## src/rtl/slpc_pkg.sv

```systemverilog
// Shared package for the status LED pattern controller.
// Holds operation codes, register indexes, reset values and the state structs.
// No dependencies.
package slpc_pkg;

	// operation codes
	localparam logic [2:0] OP_TICK     = 3'd0;
	localparam logic [2:0] OP_LINK_ACT = 3'd1;
	localparam logic [2:0] OP_REPORT   = 3'd2;
	localparam logic [2:0] OP_NET_ACT  = 3'd3;
	localparam logic [2:0] OP_BRIDGE   = 3'd4;
	localparam logic [2:0] OP_ERROR    = 3'd5;
	localparam logic [2:0] OP_TEST     = 3'd6;

	// configuration register indexes
	localparam logic [1:0] REG_ACTIVITY_LEN = 2'd0;
	localparam logic [1:0] REG_REPORT_LEN   = 2'd1;
	localparam logic [1:0] REG_ALERT_LEN    = 2'd2;
	localparam logic [1:0] REG_TEST_LEN     = 2'd3;

	localparam logic [7:0] ACTIVITY_LEN_RST = 8'd4;
	localparam logic [7:0] REPORT_LEN_RST   = 8'd2;
	localparam logic [7:0] ALERT_LEN_RST    = 8'd12;
	localparam logic [7:0] TEST_LEN_RST     = 8'd24;

	// the twelve-tick phase wraps after this value; double pulse lights at 0 and at DOUBLE_SECOND
	localparam logic [3:0] PHASE12_LAST   = 4'd11;
	localparam logic [3:0] DOUBLE_SECOND  = 4'd2;

	typedef struct packed {
		logic link_connected;
		logic link_advertising;
		logic link_requested;
		logic link_ready;
		logic net_scanning;
		logic net_has_address;
		logic net_associated;
		logic net_requested;
	} status_t;

	typedef struct packed {
		logic link;
		logic net;
		logic activity;
		logic alert;
	} led_t;

	typedef struct packed {
		logic [2:0] phase_eight;
		logic [3:0] phase_twelve;
		logic [7:0] link_left;
		logic [7:0] report_left;
		logic [7:0] net_left;
		logic [7:0] bridge_left;
		logic [7:0] alert_left;
		logic [7:0] test_left;
		logic [3:0] blink_mask;
	} ctl_state_t;

endpackage

```

## src/rtl/slpc_tick_logic.sv

```systemverilog
// Tick evaluation: pattern selection, pulse overrides and counter/phase advance.
// Depends on slpc_pkg.
module slpc_tick_logic (
	input  slpc_pkg::ctl_state_t cur,
	input  slpc_pkg::status_t    status,
	output slpc_pkg::led_t       leds,
	output slpc_pkg::ctl_state_t nxt
);

	logic fast, mid_blink, slow, heart, dbl;
	logic link_hit, report_hit, net_hit, bridge_hit, alert_hit, test_hit;

	assign fast      = cur.phase_eight[0];
	assign mid_blink = cur.phase_eight[1];
	assign slow      = cur.phase_eight[2];
	assign heart     = (cur.phase_eight == 3'd0);
	assign dbl       = (cur.phase_twelve == 4'd0) || (cur.phase_twelve == slpc_pkg::DOUBLE_SECOND);

	assign link_hit   = (cur.link_left   != 8'd0);
	assign report_hit = (cur.report_left != 8'd0);
	assign net_hit    = (cur.net_left    != 8'd0);
	assign bridge_hit = (cur.bridge_left != 8'd0);
	assign alert_hit  = (cur.alert_left  != 8'd0);
	assign test_hit   = (cur.test_left   != 8'd0);

	always_comb begin
		leds = '0;
		// base patterns by priority
		if (status.link_connected) begin
			leds.link = 1'b1;
		end else if (status.link_advertising) begin
			leds.link = mid_blink;
		end else if (status.link_requested && status.link_ready) begin
			leds.link = heart;
		end else if (status.link_requested) begin
			leds.link = slow;
		end

		if (status.net_scanning) begin
			leds.net = fast;
		end else if (status.net_has_address) begin
			leds.net = 1'b1;
		end else if (status.net_associated) begin
			leds.net = dbl;
		end else if (status.net_requested) begin
			leds.net = slow;
		end

		// overrides, later ones win
		if (link_hit) begin
			leds.link     = 1'b1;
			leds.activity = 1'b1;
		end
		if (report_hit) begin
			leds.link     = !status.link_connected;
			leds.activity = 1'b1;
		end
		if (net_hit) begin
			leds.net      = 1'b1;
			leds.activity = 1'b1;
		end
		if (bridge_hit) begin
			leds.activity = 1'b1;
		end
		if (alert_hit) begin
			leds.alert = fast;
		end
		if (test_hit) begin
			if (cur.blink_mask[0]) leds.link     = fast;
			if (cur.blink_mask[1]) leds.net      = fast;
			if (cur.blink_mask[2]) leds.activity = fast;
			if (cur.blink_mask[3]) leds.alert    = fast;
		end
	end

	always_comb begin
		nxt = cur;
		nxt.phase_eight  = cur.phase_eight + 3'd1;
		nxt.phase_twelve = (cur.phase_twelve == slpc_pkg::PHASE12_LAST) ? 4'd0
			: cur.phase_twelve + 4'd1;
		if (link_hit)   nxt.link_left   = cur.link_left   - 8'd1;
		if (report_hit) nxt.report_left = cur.report_left - 8'd1;
		if (net_hit)    nxt.net_left    = cur.net_left    - 8'd1;
		if (bridge_hit) nxt.bridge_left = cur.bridge_left - 8'd1;
		if (alert_hit)  nxt.alert_left  = cur.alert_left  - 8'd1;
		if (test_hit)   nxt.test_left   = cur.test_left   - 8'd1;
	end

endmodule

```

## src/rtl/status_led_pattern_controller_core.sv

```systemverilog
// Status LED pattern controller, top level.
// A tick transaction passes through the input register, then the result register, before its
// LED levels show; event transactions give no result.
// Throughput: one transaction per cycle, limited only by the result register drain.
// Reset (arst_n low, asynchronous): phases, counters and test mask clear to zero,
// length registers return to 4, 2, 12 and 24. Depends on slpc_pkg, slpc_tick_logic.
module status_led_pattern_controller_core (
	input  logic       clk,
	input  logic       arst_n,
	// input channel
	input  logic       in_valid,
	output logic       in_ready,
	input  logic [2:0] operation,
	input  logic [3:0] test_select,
	input  logic       link_connected,
	input  logic       link_advertising,
	input  logic       link_requested,
	input  logic       link_ready,
	input  logic       net_scanning,
	input  logic       net_has_address,
	input  logic       net_associated,
	input  logic       net_requested,
	// result channel
	output logic       out_valid,
	input  logic       out_ready,
	output logic       link_led,
	output logic       net_led,
	output logic       activity_led,
	output logic       alert_led,
	// configuration channel
	input  logic       cfg_valid,
	output logic       cfg_ready,
	input  logic [1:0] cfg_index,
	input  logic [7:0] cfg_data
);

	// length registers
	logic [7:0] activity_len_q, report_len_q, alert_len_q, test_len_q;

	// input stage
	logic                 valid_s1;
	logic [2:0]           op_s1;
	logic [3:0]           sel_s1;
	slpc_pkg::status_t    status_s1;

	// controller state and result register
	slpc_pkg::ctl_state_t state_q;
	slpc_pkg::ctl_state_t tick_nxt;
	slpc_pkg::led_t       tick_leds;
	slpc_pkg::led_t       leds_q;
	logic                 out_valid_q;

	logic is_tick_s1;
	logic advance_s1;

	// Configuration is always taken; the user only writes while the block is idle.
	assign cfg_ready = 1'b1;

	always_ff @(posedge clk or negedge arst_n) begin
		if (!arst_n) begin
			activity_len_q <= slpc_pkg::ACTIVITY_LEN_RST;
			report_len_q   <= slpc_pkg::REPORT_LEN_RST;
			alert_len_q    <= slpc_pkg::ALERT_LEN_RST;
			test_len_q     <= slpc_pkg::TEST_LEN_RST;
		end else if (cfg_valid) begin
			case (cfg_index)
				slpc_pkg::REG_ACTIVITY_LEN: activity_len_q <= cfg_data;
				slpc_pkg::REG_REPORT_LEN:   report_len_q   <= cfg_data;
				slpc_pkg::REG_ALERT_LEN:    alert_len_q    <= cfg_data;
				slpc_pkg::REG_TEST_LEN:     test_len_q     <= cfg_data;
				default: ;
			endcase
		end
	end

	// A tick needs a free result slot; events and the unused code never stall.
	assign is_tick_s1 = (op_s1 == slpc_pkg::OP_TICK);
	assign advance_s1 = valid_s1 && (!is_tick_s1 || !out_valid_q || out_ready);
	assign in_ready   = !valid_s1 || advance_s1;

	// Capture the transaction in the input stage.
	always_ff @(posedge clk or negedge arst_n) begin
		if (!arst_n) begin
			valid_s1 <= 1'b0;
		end else if (in_ready) begin
			valid_s1 <= in_valid;
		end
	end

	always_ff @(posedge clk) begin
		if (in_ready && in_valid) begin
			op_s1     <= operation;
			sel_s1    <= test_select;
			status_s1 <= '{link_connected, link_advertising, link_requested, link_ready,
			               net_scanning, net_has_address, net_associated, net_requested};
		end
	end

	slpc_tick_logic u_tick (
		.cur    (state_q),
		.status (status_s1),
		.leds   (tick_leds),
		.nxt    (tick_nxt)
	);

	// Apply the transaction in stage 1 to the controller state.
	always_ff @(posedge clk or negedge arst_n) begin
		if (!arst_n) begin
			state_q <= '0;
		end else if (advance_s1) begin
			case (op_s1)
				slpc_pkg::OP_TICK:     state_q             <= tick_nxt;
				slpc_pkg::OP_LINK_ACT: state_q.link_left   <= activity_len_q;
				slpc_pkg::OP_REPORT:   state_q.report_left <= report_len_q;
				slpc_pkg::OP_NET_ACT:  state_q.net_left    <= activity_len_q;
				slpc_pkg::OP_BRIDGE:   state_q.bridge_left <= activity_len_q;
				slpc_pkg::OP_ERROR:    state_q.alert_left  <= alert_len_q;
				slpc_pkg::OP_TEST: begin
					state_q.blink_mask <= sel_s1;
					state_q.test_left  <= test_len_q;
				end
				default: ;
			endcase
		end
	end

	// Result register: load on a tick, drop once the transaction is taken.
	always_ff @(posedge clk or negedge arst_n) begin
		if (!arst_n) begin
			out_valid_q <= 1'b0;
		end else if (advance_s1 && is_tick_s1) begin
			out_valid_q <= 1'b1;
		end else if (out_ready) begin
			out_valid_q <= 1'b0;
		end
	end

	always_ff @(posedge clk) begin
		if (advance_s1 && is_tick_s1) begin
			leds_q <= tick_leds;
		end
	end

	assign out_valid    = out_valid_q;
	assign link_led     = leds_q.link;
	assign net_led      = leds_q.net;
	assign activity_led = leds_q.activity;
	assign alert_led    = leds_q.alert;

endmodule

```

## config.mk

```make
export PLATFORM = sky130hd
export DESIGN_NAME = status_led_pattern_controller_core
export DESIGN_NICKNAME = d
export VERILOG_FILES = /design/src/rtl/slpc_pkg.sv /design/src/rtl/slpc_tick_logic.sv /design/src/rtl/status_led_pattern_controller_core.sv
export SDC_FILE = /design/constraint.sdc
export NUM_CORES = 1
export LEC_CHECK = 0
export ABC_AREA = 1
export BUFFER_PORTS_ARGS = -buffer_cell sky130_fd_sc_hd__buf_2
export CAP_MARGIN = 20
export CELL_PAD_IN_SITES_DETAIL_PLACEMENT = 1
export CELL_PAD_IN_SITES_GLOBAL_PLACEMENT = 1
export CORE_MARGIN = 1.5
export CORE_UTILIZATION = 45
export CTS_BUF_LIST = sky130_fd_sc_hd__clkbuf_4
export DETAILED_ROUTE_END_ITERATION = 10
export PLACE_DENSITY_LB_ADDON = 0.25
export SLEW_MARGIN = 15
export SYNTH_ARGS = -nofsm -noshare
export SYNTH_HDL_FRONTEND = slang
export SYNTH_SLANG_ARGS = --single-unit
```

## constraint.sdc

```tcl
create_clock -name clk -period 2.1 [get_ports clk]
set_input_delay 0.42 -clock clk [delete_from_list [all_inputs] [get_ports clk]]
set_output_delay 0.42 -clock clk [all_outputs]
set_load 0.005 [all_outputs]
```

==> impl_metrics.csv <==
group,metric,value,unit
outcome,status,"finished, final reports clean",
timing,whs,0.0619,ns
placed_design,port_buffers,35,
critical_path,required,1.68,ns
synth,synth_top_area_cell,"dfrtp_1",
placed_design,dpl.cell_count,985,
global_route,grt_usage,0.241,
timing,finalSetupViolations,0,
global_route,grt_pass1_wl,26900,um
synth,yosys.cell_count.top_type,"nand2_1",
synth,synth_cells,787,
synth,synth_edf_count,19,
power_and_ir_drop,power_frac_comb,0.403,
timing,slew_viol_final,0,
synth,async_flop_share,0.830,
power_and_ir_drop,p_per_area,1180,nW/um^2
power_and_ir_drop,p_int,4.35,mW
die,coreArea,13100,um^2
timing,tns,0,ns
critical_path,crit_path_start_kind,"register",
timing,clock_skew,0.0184,ns
synth,netlist_area,6020,um^2
timing,period_needed,1.99,ns
placed_design,dpl_cell_area,6360,um^2
clock_tree,clockBufferDepth,2,
die,num_rows,42,
global_route,grt_overflow_total,0,
clock_tree,cts_tree,"yes",
synth,synth.avg_cell_area,7.66,um^2
clock_tree,cts_max_level,3,
global_route,grt_pass1_vias,5445,
timing,fmax,503,MHz
die,initial_core_util,0.459,
finish,num-fill-cells,1698,
drt,avgViaCountPerCell,5.22,
critical_path,cp.arrival,1.57,ns
die,die_y,119,um
timing,fin_crit_sh,0.948,
clock_tree,clk_latency,0.51,ns
power_and_ir_drop,power_leakage,3.26,nW
power_and_ir_drop,switching_share,0.437,
timing,fin_ws,0.110,ns
synth,synth_cell_types,33,
die,die_area,14100,um^2
critical_path,critPathMaxFanout,3,
timing,rsz0062_at_grt,"no",
synth,synth_commonest_cells,"nand2_1 (245), inv_1 (92), o21ai_0 (92), nand3_1 (90), dfrtp_1 (87)",
synth,ys.flop_type,"dfrtp_1",
finish,fin_nets,868,
clock_tree,clk_pin_slew,0.18,ns
power_and_ir_drop,pwr-share-seq,0.447,
job,drv_cap,0,
synth,synth_fp_nets,830,
synth,synth-seq-area-share,0.482,
drt,drt_iter0_drc,310,
min_path,hold_class,"in2reg",
timing,hold_viol,0,
power_and_ir_drop,vdd_drop_max,0.518,mV
clock_tree,clock_sinks,112,
synth,synth_top_area_frac,0.361,
die,ios,37,
drt,drt.antenna.violating_nets,0,
critical_path,critical_path_class,"reg2out",
global_route,grt_max_degree,59,
power_and_ir_drop,pwr-share-clk,0.150,
global_route,antenna_found_initial,1,
placed_design,hpwl,12000,um
drt,firstDrtPassIters,4,
clock_tree,cts-root-buf,"clkbuf_4",
drt,wl_per_cell,15.7,um
placed_design,pre_cts_ws,0.157,ns
drt,wl,15800,um
synth,ys_ff_latch,112,
synth,yosysWarnings,0,
drt,vias,5252,
finish,final_area,6550,um^2
finish,fin_cells,1007,
finish,syn_to_final_growth,8.76,%
timing,slew_headroom,0.591,
placed_design,gp_congestion,0.859,
power_and_ir_drop,p_sw,3.37,mW
critical_path,cp-end-kind,"output port",
clock_tree,cts_buffers,9,
die,die_w,119,um
finish,final_layout_size_suffix_gt1_frac,0.113,
timing,tightest_slew,0.613,ns
drt,drc,0,
synth,ys_top_cells_by_area,"dfrtp_1 (36%), nand2_1 (15%), edfxtp_1 (9.5%)",
[registers in the layout, indices dropped and copies added, names as in the netlist]
register,cells
valid_s1,1
out_valid,1
sel_s1,4
report_len_q,8
alert_led,1
activity_len_q,8
state_q,59
op_s1,3
activity_led,1
net_led,1
test_len_q,8
link_led,1
status_s1,8
alert_len_q,8
[power groups by stage]
stage / registers, mW / clock network (mW) / logic, mW
2_1_floorplan: 3.29 / 0 / 2.37
3_3_place_gp: 3.45 / 0 / 2.91
3_5_place_dp: 3.49 / 0 / 3.11
4_1_cts: 3.44 / 1.18 / 3.14
5_1_grt: 3.55 / 1.25 / 3.63
6_report: 3.45 / 1.16 / 3.11
[critical path, stage by stage (launching register included)]
cell	delay [ns]
edfxtp_1	0.52
nor2_8	0.15
nand2_2	0.08
inv_2	0.07
nand3_2	0.08
buf_2	0.16
[logic make-up after synthesis]
kind of cell             count (synthesis)  synth area share
multiplexers                             2           0.00374
adder cells (fa/ha/maj)                 13            0.0270
flip-flops                             112             0.482
other                                    1          0.000622
AND/OR/NAND/NOR                        430             0.307
buffers and inverters                  115            0.0795
AO/OA/AOI/OAI                          111            0.0959
XOR/XNOR                                 3           0.00436
[final cells by class]
cell class / count / area [um^2] / area share
sequential: 112 / 2910 / 0.443
multi-input combinational: 560 / 2650 / 0.404
inverter: 97 / 367 / 0.0559
timing repair buffer: 45 / 268 / 0.0409
tap: 176 / 220 / 0.0336
clock buffer: 10 / 75.1 / 0.0115
clock inverter: 6 / 67.6 / 0.0103
antenna: 1 / 2.50 / 0.000382
[worst paths after layout]
kind	to	from	cells past startpoint	slack, ns
hold reg to reg	state_q[19]	state_q[19]	2	0.51
hold / removal	sel_s1[1]	test_select[1]	1	0.06
max in group asynchronous	state_q[44]	arst_n	3	1.25
setup reg to reg	state_q[50]	op_s1[0]	7	0.22
setup / recovery	in_ready	op_s1[0]	5	0.11
min in group asynchronous	state_q[21]	arst_n	2	0.24
[cell usage in the layout, fill, tap and decap left out, drive strengths merged, types with 11 or more instances in the layout]
cell / n
nand3: 93
dfrtp: 87
buf: 44
nand4: 11
ha: 13
nand2: 246
edfxtp: 19
nor2: 68
o21ai: 97
inv: 99
[routing by layer]
| metal | wire length, um | GRT usage | vias to the layer above |
|---|---|---|---|
| met3 | 281 | 0.0290 | 17 |
| met4 | 242 | 0.0866 | 0 |
| li1 | - | - | 2617 |
| met2 | 7780 | 0.400 | 48 |
| met5 | 0 | 0 | - |
| met1 | 7540 | 0.326 | 2570 |
[through the flow]
step | power (mW) | utilization
after floorplan | 5.67 | -
after global placement | 6.36 | 0.484
after detailed placement | 6.60 | 0.484
after CTS | 7.77 | 0.498
after global routing | 8.43 | 0.499
final | 7.72 | 0.499
[repair_timing]
action / in CTS / in global routing
pin swaps: 1 / 0
setup endpoints to repair: 1 / 1
hold buffers: 1 / 0
hold endpoints to repair: 57 / 0
buffers inserted: 4 / 0
gates resized for setup: 0 / 4
No activity file was read; power rests on OpenSTA's default activity.
